## config.mk

```make
export PLATFORM = sky130hd
export DESIGN_NAME = adc_average_zone_debounce_unit
export DESIGN_NICKNAME = d
export VERILOG_FILES = /design/src/aazd_pkg.sv /design/src/aazd_accum.sv /design/src/aazd_zone.sv /design/src/adc_average_zone_debounce_unit.sv
export SDC_FILE = /design/constraint.sdc
export NUM_CORES = 1
export LEC_CHECK = 0
export ABC_AREA = 1
export BUFFER_PORTS_ARGS = -buffer_cell sky130_fd_sc_hd__clkbuf_2
export CAP_MARGIN = 20
export CORE_MARGIN = 1
export CORE_UTILIZATION = 50
export DETAILED_ROUTE_END_ITERATION = 10
export GPL_TIMING_DRIVEN = 0
export HOLD_SLACK_MARGIN = 0.08
export PLACE_DENSITY = 0.72
export SLEW_MARGIN = 20
export SYNTH_ARGS = -nofsm -noshare
export SYNTH_HDL_FRONTEND = slang
export SYNTH_SLANG_ARGS = --single-unit
```

## constraint.sdc

```tcl
create_clock -name clk_i -period 4.9 [get_ports clk_i]
set_input_delay 0.98 -clock clk_i [delete_from_list [all_inputs] [get_ports clk_i]]
set_output_delay 0.98 -clock clk_i [all_outputs]
set_load 0.02 [all_outputs]
```

## src/aazd_pkg.sv

```systemverilog
// ----------------------------------------------------------------------------
// aazd_pkg
// Shared types and constants for the adc average / zone debounce block.
// ----------------------------------------------------------------------------
package aazd_pkg;

  // result and threshold widths are fixed by the register map
  localparam int unsigned AVG_W  = 13;
  localparam int unsigned THR_W  = 13;
  localparam int unsigned RUN_W  = 5;
  localparam int unsigned MODE_W = 2;
  localparam int unsigned ADDR_W = 5;
  localparam int unsigned DATA_W = 32;
  localparam int unsigned IDX_W  = 3;

  typedef logic [AVG_W-1:0]  avg_t;
  typedef logic [THR_W-1:0]  thr_t;
  typedef logic [RUN_W-1:0]  run_t;
  typedef logic [MODE_W-1:0] mode_t;
  typedef logic [IDX_W-1:0]  reg_idx_t;

  // operating modes; the unused code behaves as single-ended
  localparam mode_t MODE_CLASSIFY = 2'd0;
  localparam mode_t MODE_SINGLE   = 2'd1;
  localparam mode_t MODE_DIFF     = 2'd2;

  // register indexes (byte address = 4 * index)
  localparam reg_idx_t REG_MODE      = 3'd0;
  localparam reg_idx_t REG_LOW_THR   = 3'd1;
  localparam reg_idx_t REG_HIGH_THR  = 3'd2;
  localparam reg_idx_t REG_ZONE1_CNT = 3'd3;
  localparam reg_idx_t REG_OTHER_CNT = 3'd4;

  localparam run_t ZONE1_CNT_RST = 5'd20;
  localparam run_t OTHER_CNT_RST = 5'd10;

  typedef struct packed {
    mode_t mode;
    thr_t  low_thr;
    thr_t  high_thr;
    run_t  zone1_cnt;
    run_t  other_cnt;
  } cfg_t;

  typedef struct packed {
    logic ready;
    logic chop;
  } acc_flags_t;

  typedef struct packed {
    logic first;
    logic second;
  } led_t;

endpackage

```

## src/aazd_accum.sv

```systemverilog
// ----------------------------------------------------------------------------
// aazd_accum
// Sample accumulator: sums a run of samples, forms the average and the
// differential magnitude, and gives the chop level for the next conversion.
// ----------------------------------------------------------------------------
module aazd_accum #(
  parameter int unsigned SAMPLE_BITS   = 12,
  parameter int unsigned AVERAGE_SHIFT = 3
) (
  input  logic                    clk_i,
  input  logic                    rst_ni,
  input  logic                    step_i,
  input  logic [SAMPLE_BITS-1:0]  sample_i,
  input  logic                    diff_i,
  output logic [SAMPLE_BITS-1:0]  avg_o,
  output aazd_pkg::avg_t          average_o,
  output aazd_pkg::acc_flags_t    flags_o
);

  localparam int unsigned SUM_W = SAMPLE_BITS + AVERAGE_SHIFT;
  localparam logic [SAMPLE_BITS-1:0] SIGN_VAL = {1'b1, {(SAMPLE_BITS-1){1'b0}}};

  logic [SUM_W-1:0]         sum_q, sum_d, sum_next;
  logic [AVERAGE_SHIFT-1:0] idx_q, idx_d;
  logic                     run_done;
  logic [SAMPLE_BITS-1:0]   avg;
  logic [SAMPLE_BITS-1:0]   mag;
  aazd_pkg::avg_t           result;

  assign sum_next = sum_q + SUM_W'(sample_i);
  assign run_done = (idx_q == {AVERAGE_SHIFT{1'b1}});
  assign idx_d    = step_i ? idx_q + 1'b1 : idx_q;
  assign sum_d    = step_i ? (run_done ? '0 : sum_next) : sum_q;
  assign avg      = sum_next[SUM_W-1:AVERAGE_SHIFT];

  // magnitude about mid-scale
  always_comb begin
    if (avg[SAMPLE_BITS-1]) begin
      mag = {1'b0, avg[SAMPLE_BITS-2:0]};
    end else begin
      mag = SIGN_VAL - avg;
    end
  end

  always_comb begin
    if (!run_done) begin
      result = '0;
    end else if (diff_i) begin
      result = aazd_pkg::avg_t'({mag, 1'b0});
    end else begin
      result = aazd_pkg::avg_t'(avg);
    end
  end

  assign avg_o         = avg;
  assign average_o     = result;
  assign flags_o.ready = run_done;
  // chop is high in differential mode, else it follows the low bit of the updated run position
  assign flags_o.chop  = diff_i | idx_d[0];

  always_ff @(posedge clk_i or negedge rst_ni) begin
    if (!rst_ni) begin
      sum_q <= '0;
      idx_q <= '0;
    end else begin
      sum_q <= sum_d;
      idx_q <= idx_d;
    end
  end

endmodule

```

## src/aazd_zone.sv

```systemverilog
// ----------------------------------------------------------------------------
// aazd_zone
// Zone classifier with per-zone debounce run counters and the LED state.
// ----------------------------------------------------------------------------
module aazd_zone #(
  parameter int unsigned SAMPLE_BITS = 12
) (
  input  logic                   clk_i,
  input  logic                   rst_ni,
  input  logic                   en_i,
  input  logic [SAMPLE_BITS-1:0] avg_i,
  input  aazd_pkg::cfg_t         cfg_i,
  output aazd_pkg::led_t         leds_o
);

  localparam int unsigned CMP_W =
    (SAMPLE_BITS > aazd_pkg::THR_W) ? SAMPLE_BITS : aazd_pkg::THR_W;

  aazd_pkg::run_t run1_q, run1_d, run2_q, run2_d, run3_q, run3_d;
  aazd_pkg::run_t inc1, inc2, inc3;
  aazd_pkg::led_t led_q, led_d;
  logic [CMP_W-1:0] avg_x, low_x, high_x;

  assign avg_x  = CMP_W'(avg_i);
  assign low_x  = CMP_W'(cfg_i.low_thr);
  assign high_x = CMP_W'(cfg_i.high_thr);
  assign inc1   = run1_q + 1'b1;
  assign inc2   = run2_q + 1'b1;
  assign inc3   = run3_q + 1'b1;

  always_comb begin
    run1_d = run1_q;
    run2_d = run2_q;
    run3_d = run3_q;
    led_d  = led_q;
    if (en_i) begin
      if (avg_x < low_x) begin
        run2_d = '0;
        run3_d = '0;
        run1_d = inc1;
        if (inc1 >= cfg_i.zone1_cnt) begin
          run1_d       = '0;
          led_d.first  = 1'b0;
          led_d.second = 1'b0;
        end
      end else if (avg_x < high_x) begin
        run1_d = '0;
        run3_d = '0;
        run2_d = inc2;
        if (inc2 >= cfg_i.other_cnt) begin
          run2_d       = '0;
          led_d.first  = 1'b1;
          led_d.second = 1'b0;
        end
      end else begin
        run1_d = '0;
        run2_d = '0;
        run3_d = inc3;
        if (inc3 >= cfg_i.other_cnt) begin
          run3_d       = '0;
          led_d.first  = 1'b0;
          led_d.second = 1'b1;
        end
      end
    end
  end

  // led state as it stands after this average
  assign leds_o = led_d;

  always_ff @(posedge clk_i or negedge rst_ni) begin
    if (!rst_ni) begin
      run1_q <= '0;
      run2_q <= '0;
      run3_q <= '0;
      led_q  <= '0;
    end else begin
      run1_q <= run1_d;
      run2_q <= run2_d;
      run3_q <= run3_d;
      led_q  <= led_d;
    end
  end

endmodule

```

## src/adc_average_zone_debounce_unit.sv

```systemverilog
// ----------------------------------------------------------------------------
// adc_average_zone_debounce_unit
// ADC run averager with differential magnitude and debounced zone LEDs.
// ----------------------------------------------------------------------------
// Usage:
//   samples enter on the in_ channel (valid/ready), one result leaves on the
//   out_ channel for every sample. average_ready flags the sample that closes
//   a run of 2^AVERAGE_SHIFT; average is 0 otherwise. chop_level is the level
//   for the next conversion; the LED outputs carry the state after the sample.
//   path: input register, then result register, with the single accumulate
//   / classify step between them; one sample per cycle while the receiver
//   does not stall. a stalled receiver holds the result register; the input
//   register still takes one more sample, then in_ready_o drops until the
//   result is taken. reset clears sums, run position, debounce counters,
//   LEDs and the valid bits of both register stages, and loads the register
//   defaults. the user must write the registers through the APB port only
//   while no sample is in flight; the block itself does not enforce this.
// ----------------------------------------------------------------------------
module adc_average_zone_debounce_unit #(
  parameter int unsigned SAMPLE_BITS   = 12,
  parameter int unsigned AVERAGE_SHIFT = 3
) (
  input  logic                          clk_i,
  input  logic                          rst_ni,
  // sample channel
  input  logic                          in_valid_i,
  output logic                          in_ready_o,
  input  logic [SAMPLE_BITS-1:0]        sample_i,
  // result channel
  output logic                          out_valid_o,
  input  logic                          out_ready_i,
  output logic                          chop_level_o,
  output logic                          average_ready_o,
  output logic [aazd_pkg::AVG_W-1:0]    average_o,
  output logic                          led_first_o,
  output logic                          led_second_o,
  // register port
  input  logic                          psel,
  input  logic                          penable,
  input  logic                          pwrite,
  input  logic [aazd_pkg::ADDR_W-1:0]   paddr,
  input  logic [aazd_pkg::DATA_W-1:0]   pwdata,
  output logic [aazd_pkg::DATA_W-1:0]   prdata,
  output logic                          pready
);

  aazd_pkg::cfg_t     cfg_q;
  aazd_pkg::reg_idx_t reg_idx;
  logic               wr_en;

  logic                   s1_valid_q;
  logic [SAMPLE_BITS-1:0] s1_sample_q;
  logic                   advance;
  logic                   step;

  logic [SAMPLE_BITS-1:0] avg_raw;
  aazd_pkg::avg_t         average;
  aazd_pkg::acc_flags_t   flags;
  aazd_pkg::led_t         leds;
  logic                   diff_mode;
  logic                   classify;

  logic                   out_valid_q;
  aazd_pkg::acc_flags_t   out_flags_q;
  aazd_pkg::avg_t         out_avg_q;
  aazd_pkg::led_t         out_leds_q;

  // register port
  assign pready  = 1'b1;
  assign wr_en   = psel & penable & pwrite & pready;
  assign reg_idx = paddr[aazd_pkg::ADDR_W-1:2];

  always_ff @(posedge clk_i or negedge rst_ni) begin
    if (!rst_ni) begin
      cfg_q.mode      <= aazd_pkg::MODE_CLASSIFY;
      cfg_q.low_thr   <= '0;
      cfg_q.high_thr  <= '0;
      cfg_q.zone1_cnt <= aazd_pkg::ZONE1_CNT_RST;
      cfg_q.other_cnt <= aazd_pkg::OTHER_CNT_RST;
    end else if (wr_en) begin
      case (reg_idx)
        aazd_pkg::REG_MODE:      cfg_q.mode      <= pwdata[aazd_pkg::MODE_W-1:0];
        aazd_pkg::REG_LOW_THR:   cfg_q.low_thr   <= pwdata[aazd_pkg::THR_W-1:0];
        aazd_pkg::REG_HIGH_THR:  cfg_q.high_thr  <= pwdata[aazd_pkg::THR_W-1:0];
        aazd_pkg::REG_ZONE1_CNT: cfg_q.zone1_cnt <= pwdata[aazd_pkg::RUN_W-1:0];
        aazd_pkg::REG_OTHER_CNT: cfg_q.other_cnt <= pwdata[aazd_pkg::RUN_W-1:0];
        default: ;
      endcase
    end
  end

  always_comb begin
    case (reg_idx)
      aazd_pkg::REG_MODE:      prdata = aazd_pkg::DATA_W'(cfg_q.mode);
      aazd_pkg::REG_LOW_THR:   prdata = aazd_pkg::DATA_W'(cfg_q.low_thr);
      aazd_pkg::REG_HIGH_THR:  prdata = aazd_pkg::DATA_W'(cfg_q.high_thr);
      aazd_pkg::REG_ZONE1_CNT: prdata = aazd_pkg::DATA_W'(cfg_q.zone1_cnt);
      aazd_pkg::REG_OTHER_CNT: prdata = aazd_pkg::DATA_W'(cfg_q.other_cnt);
      default:                 prdata = '0;
    endcase
  end

  // pipeline control
  assign advance    = !out_valid_q || out_ready_i;
  assign in_ready_o = !s1_valid_q || advance;
  assign step       = s1_valid_q && advance;

  always_ff @(posedge clk_i or negedge rst_ni) begin
    if (!rst_ni) begin
      s1_valid_q <= 1'b0;
    end else if (in_ready_o) begin
      s1_valid_q <= in_valid_i;
    end
  end

  always_ff @(posedge clk_i) begin
    if (in_valid_i && in_ready_o) begin
      s1_sample_q <= sample_i;
    end
  end

  assign diff_mode = (cfg_q.mode == aazd_pkg::MODE_DIFF);
  assign classify  = (cfg_q.mode == aazd_pkg::MODE_CLASSIFY);

  aazd_accum #(
    .SAMPLE_BITS   (SAMPLE_BITS),
    .AVERAGE_SHIFT (AVERAGE_SHIFT)
  ) u_accum (
    .clk_i     (clk_i),
    .rst_ni    (rst_ni),
    .step_i    (step),
    .sample_i  (s1_sample_q),
    .diff_i    (diff_mode),
    .avg_o     (avg_raw),
    .average_o (average),
    .flags_o   (flags)
  );

  aazd_zone #(
    .SAMPLE_BITS (SAMPLE_BITS)
  ) u_zone (
    .clk_i  (clk_i),
    .rst_ni (rst_ni),
    .en_i   (step && flags.ready && classify),
    .avg_i  (avg_raw),
    .cfg_i  (cfg_q),
    .leds_o (leds)
  );

  // result register
  always_ff @(posedge clk_i or negedge rst_ni) begin
    if (!rst_ni) begin
      out_valid_q <= 1'b0;
      out_leds_q  <= '0;
    end else if (advance) begin
      out_valid_q <= s1_valid_q;
      if (s1_valid_q) begin
        out_leds_q <= leds;
      end
    end
  end

  always_ff @(posedge clk_i) begin
    if (step) begin
      out_flags_q <= flags;
      out_avg_q   <= average;
    end
  end

  assign out_valid_o     = out_valid_q;
  assign chop_level_o    = out_flags_q.chop;
  assign average_ready_o = out_flags_q.ready;
  assign average_o       = out_avg_q;
  assign led_first_o     = out_leds_q.first;
  assign led_second_o    = out_leds_q.second;

  // zone patterns never light both indicators
  a_leds_exclusive: assert property (@(posedge clk_i) disable iff (!rst_ni)
    !(led_first_o && led_second_o))
    else $error("both indicators set");

  // a result that does not close a run carries no average
  a_avg_zero_idle: assert property (@(posedge clk_i) disable iff (!rst_ni)
    out_valid_o && !average_ready_o |-> average_o == '0)
    else $error("average set without average_ready");

  // input backpressure only when both stages are full and the sink stalls
  a_ready_cause: assert property (@(posedge clk_i) disable iff (!rst_ni)
    !in_ready_o |-> s1_valid_q && out_valid_o && !out_ready_i)
    else $error("input stalled without a full pipeline");

  // a result appears only from an occupied input stage
  a_out_source: assert property (@(posedge clk_i) disable iff (!rst_ni)
    $rose(out_valid_o) |-> $past(s1_valid_q))
    else $error("result without a sample in the input register");

endmodule

```

* Yosys cells after proc, flatten, opt, wreduce, memory -nomap -nowiden
Index checks and enable logic that the tools add are counted.
** Cells by class
- Bitwise gates (word level) :: 5
- Reduce and logical (&&, ||, !) cells :: 18
- Equal/unequal tests :: 6
- Magnitude comparators :: 5
- Multiplexer cells :: 19
- Add/sub/neg operators :: 6
** Operators by type and width (number)
- one-hot mux 13 bit (5 select lines) :: 1
- 2-to-1 mux 5 bit :: 8
- < comparator 12 x 13 -> 1 bit :: 2
- adder 15 x 12 -> 15 bit :: 1
- adder 5 x 1 -> 5 bit, second input constant :: 3
- >= comparator 5 bit :: 3
- 2-to-1 mux 15 bit :: 1
- 2-to-1 mux 12 bit :: 1
- 2-to-1 mux 2 bit :: 6
- AND reduction 2 bit :: 6
- subtractor 12 bit, first input constant :: 1
- 2-to-1 mux 11 bit :: 1
- equality test 3 x 2 -> 1 bit, second input constant :: 2
- equality test 3 bit, second input constant :: 2
- logical AND 1 bit :: 4
- adder 3 x 1 -> 3 bit, second input constant :: 1
- equality test 3 x 1 -> 1 bit, second input constant :: 1
- logical NOT 3 bit :: 1
- OR reduction 3 bit :: 1
- AND 1 bit :: 2
- equality test 2 bit, second input constant :: 1
- logical NOT 1 bit :: 2
- logical NOT 2 bit :: 1
- logical OR 1 bit :: 2
- 4 further kinds :: 5
** Word-level totals
- Word-level logic and storage cells :: 82
- Output and inout port bits :: 52
- Register bits :: 104

* Depth between registers and ports, before layout
- Depth in word-level cells :: 6
- Gate-level depth with buffers :: 25
- Depth with buffers taken out :: 24

* Modules after synthesis
A second synthesis with hierarchy kept.
** Unflattened totals
- Cell total of the unflattened synthesis :: 920
- Area, all modules :: 7018.0 µm²
** Modules (own cells, without submodules)
- adc_average_zone_debounce_unit :: sequential area each 1866.8 µm², area each 2984.1 µm², times used 1, cells an instance 291
- aazd_zone :: sequential area each 425.4 µm², area each 2028.2 µm², times used 1, cells an instance 306
- aazd_accum :: sequential area each 450.4 µm², area each 2005.7 µm², times used 1, cells an instance 323

* Worst setup path after synthesis
OpenSTA, ideal clock, no wires.
- Path type :: flip-flop to flip-flop
- Start :: register s1_sample_q[0]
- End :: register out_leds_q, in the netlist led_second_o
- Library setup time :: 0.122 ns
- Cell stages (with the launch flop) :: 25
- Arrival time :: 3.196 ns
- Required time :: 4.778 ns
- Slack :: 1.582 ns
- Clock period less this slack :: 3.318 ns
- Path buffers :: 1
- Cell sequence :: edfxtp_1 -> ha_1 -> fa_1 -> nand3_1 -> nand3_2 -> nand2_1 -> nand3_2 -> a21oi_4 -> o21ai_4 -> nand2_1 -> nand2_1 -> nand2_1 -> buf_4 -> inv_2 -> ha_1 -> nand4_1 -> nor2_1 -> a211oi_1 -> nand2_1 -> o21ai_0 -> nand2_1 -> nand3_1 -> nand2_1 -> nand2_1 -> nand2_1
** RTL lines
- from (decl) :: RTL line adc_average_zone_debounce_unit.sv:52 : logic [SAMPLE_BITS-1:0] s1_sample_q;
- from (signal assigned) :: RTL line adc_average_zone_debounce_unit.sv:118 : s1_sample_q <= sample_i;
- to (signal assigned) :: RTL line adc_average_zone_debounce_unit.sv:158 : out_leds_q <= leds;
- to (decl) :: RTL line adc_average_zone_debounce_unit.sv:66 : aazd_pkg::led_t out_leds_q;

==> flow_summary.json <==
{
  "slew_viol_final": 0,
  "drt_iter0_drc": 274,
  "ys_ff_latch": 104,
  "crit_fanout": 6,
  "finalSetupViolCount": 0,
  "ir_drop_uv": 286.4,
  "cts-buffers-inserted": 9,
  "cp-start-kind": "flop",
  "outcome": "finished, final reports clean",
  "ios": 108,
  "fp.dieW_um": 114.6,
  "dieArea_mm2": 0.01313,
  "synth-warning-count": 0,
  "path_cells": "ha_1 > fa_1 > nand3_1 > nand3_2 > nand2_1 > nand3_2 > a21oi_4 > xor2_2 > inv_1 > ha_1 > nand2_1 > o21a_1 > nor2_1 > a211oi_1 > nand2_1 > o21ai_0 > nand2_1 > nand3_1 > nand2_1 > nand2_1 > nand2_1",
  "power.leakage_nw": 3.688,
  "portBuffers": 66,
  "drive_gt1_frac": 0.1618,
  "grt_pass1_wl_mm": 24.07,
  "critPathMostFrequentCell": "nand2_1",
  "holdPathStages": 2,
  "post_drt_via_cell_ratio": 5.176,
  "grt.overflow.total": 0,
  "r2r_cells": 21,
  "cp.arrival_ps": 4310,
  "hold_path.class": "flop to flop",
  "fin_skew_ps": 9.971,
  "synth_cell_types": 48,
  "path_class": "flop to flop",
  "post-route-period-util": 0.8295,
  "fmax_ghz": 0.2460,
  "die_y_um": 114.6,
  "syn_inst": 752,
  "reg2reg_slack_ps": 840,
  "place_inst": 1005,
  "post_drt_wl_per_cell_um": 14.15,
  "relSlewSlack": 0.4733,
  "power_density_mw_per_mm2": 564.8,
  "clock_sinks": 104,
  "gr-usage-all-layers": 0.2374,
  "dp_hpwl_mm": 11.37,
  "floorplan.rows": 40,
  "crit_required_ps": 5140,
  "core-area_mm2": 0.01216,
  "endpoint_kind": "flop",
  "ant_nets": 0,
  "dr.pass1.iters": 5,
  "netlist_area_mm2": 0.006337,
  "clkTransAtPathRegs_ps": 70,
  "cts_tree": "yes",
  "start_util": 0.5211,
  "diodes": 0,
  "max_stage_delay_ps": 450,
  "hold_viol": 0,
  "ctsHoldBuffers": 0,
  "tns_ps": 0,
  "gp_congestion": 0.9454,
  "cts_root_buf": "clkbuf_16",
  "clkLatencyLatePin_ps": 360,
  "drc_errors": 0,
  "htreeDepth": 3,
  "clk_path_buf_depth": 2,
  "rsz0062_at_grt": "false",
  "critPathSlowestCell": "fa_1",
  "area_growth_pct": 15.02,
  "grt_pass1_vias": 5185,
  "postCtsSetupRepairBufs": 0,
  "vias": 5285,
  "cts_resized": 0,
  "drt_wl_total_mm": 14.45,
  "fin_cells": 1021,
  "max_slew.worst_pin.slew_ps": 785.2,
  "antenna_found_initial": 0,
  "avgSynthCellArea_um2": 8.427,
  "nets": 959,
  "yosysSeqAreaShare": 0.4328,
  "min_period_ps": 4065,
  "final.fill_count": 1132,
  "drv_cap": 0,
  "grt_max_degree": 40
}
## report_power, final
part / internal (W) / switching, W / total [W]
Clock: 0.000434 / 0.000322 / 0.000755
Combinational: 0.000760 / 0.00139 / 0.00215
Sequential: 0.00109 / 0.000120 / 0.00121
Total: 0.00229 / 0.00183 / 0.00412
## final timing paths
check	to	from
min in group asynchronous	out_valid_o	rst_ni
setup reg to reg	led_second_o	s1_sample_q[0]
hold reg to reg	cfg_q[32]	cfg_q[32]
setup / recovery	led_second_o	s1_sample_q[0]
hold / removal	cfg_q[32]	cfg_q[32]
max in group asynchronous	cfg_q[7]	rst_ni
## worst max-delay path: cells and delay by family (launching register included)
family,cells,cell delay [ps]
AND/OR/NAND/NOR,12,1170
adder cells (fa/ha/maj),3,1020
buffers and inverters,1,160
flip-flops,1,380
XOR/XNOR,1,310
AO/OA/AOI/OAI,4,910
## logic make-up after synthesis
group / after synthesis / synth area share
compound gates: 146 / 0.1352
xor+xnor: 18 / 0.02843
fa+ha+maj: 55 / 0.1098
buf+inv: 147 / 0.09970
flops: 104 / 0.4328
mux: 2 / 0.003159
other cells: 2 / 0.001185
simple gates: 278 / 0.1897
## per-layer routing
layer,vias to the layer above,routed length [µm],track usage
met1,2458,6512,0.3026
met3,31,688,0.05188
met4,0,381,0.09697
met2,137,6866,0.3923
met5,-,0,0
li1,2659,-,-
## final cells by class
type	instances	area (µm²)	area share
buffer	32	200.2	0.02746
sequential	104	2743	0.3762
clock inverter	3	18.77	0.002575
multi-input combinational	519	3030	0.4157
tap	168	210.2	0.02884
inverter	115	431.7	0.05922
timing repair buffer	67	352.8	0.04840
clock buffer	13	302.8	0.04154
## synthesized netlist by cell type (all sizes together)
| cell type | count | area (µm²) |
|---|---|---|
| a31oi | 1 | 6.260 |
| o221a | 1 | 11.26 |
| a221o | 3 | 30.03 |
| o22ai | 25 | 156.4 |
| buf | 22 | 162.7 |
| nand4 | 12 | 75.07 |
| edfxtp | 27 | 810.8 |
| or2 | 5 | 31.29 |
| conb | 2 | 7.510 |
| nor2 | 32 | 125.1 |
| a21oi | 29 | 156.4 |
| o21bai | 2 | 15.01 |
| inv | 114 | 427.9 |
| o21ai | 73 | 384.1 |
| o211ai | 1 | 12.51 |
| ha | 54 | 675.7 |
| mux2i | 2 | 20.02 |
| a21boi | 1 | 7.510 |
| nand3 | 40 | 220.2 |
| nor3 | 7 | 50.05 |
| o21a | 4 | 30.03 |
| nor4 | 1 | 6.260 |
| o31ai | 1 | 7.510 |
| xnor2 | 3 | 26.28 |
| and2 | 1 | 6.260 |
| dfrtp | 73 | 1827 |
| clkbuf | 10 | 37.54 |
| a221oi | 2 | 17.52 |
| dfstp | 4 | 105.1 |
| xor2 | 15 | 153.9 |
| a21o | 2 | 15.01 |
| clkinv | 1 | 3.750 |
| fa | 1 | 20.02 |
| nand2 | 180 | 688.2 |
| a211oi | 1 | 7.510 |
## sequential cells by signal (all words and copies together), names as in the netlist, 2 cells and up
| register | count |
|---|---|
| cfg_q | 38 |
| u_accum.sum_q | 15 |
| average_o | 13 |
| s1_sample_q | 12 |
| u_zone.run1_q | 5 |
| u_zone.run2_q | 5 |
| u_zone.run3_q | 5 |
| u_accum.idx_q | 3 |
| u_zone.led_q | 2 |
## layout by cell type (no fill, tap or decap), types with 21 or more instances in the layout
cell        n
a21oi_1    28
buf_4      21
clkbuf_2   65
dfrtp_1    73
edfxtp_1   27
ha_1       54
inv_1     109
nand2_1   175
nand3_1    36
nor2_1     30
o21ai_0    58
o22ai_1    25
## through the flow
stage	power, W	utilization	worst slack [ps]	instance area (µm²)	hold slack [ps]
after floorplan	0.002811	-	1582	6405	452.8
after global placement	0.003223	0.5711	977.3	6945	466.5
final	0.004117	0.5994	835.3	7289	488.3
after CTS	0.004116	0.5994	793.2	7289	491.0
after detailed placement	0.003346	0.5729	812.2	6968	473.8
after global routing	0.004473	0.5994	554.4	7289	515.4
(Power assumes the default switching activity.)
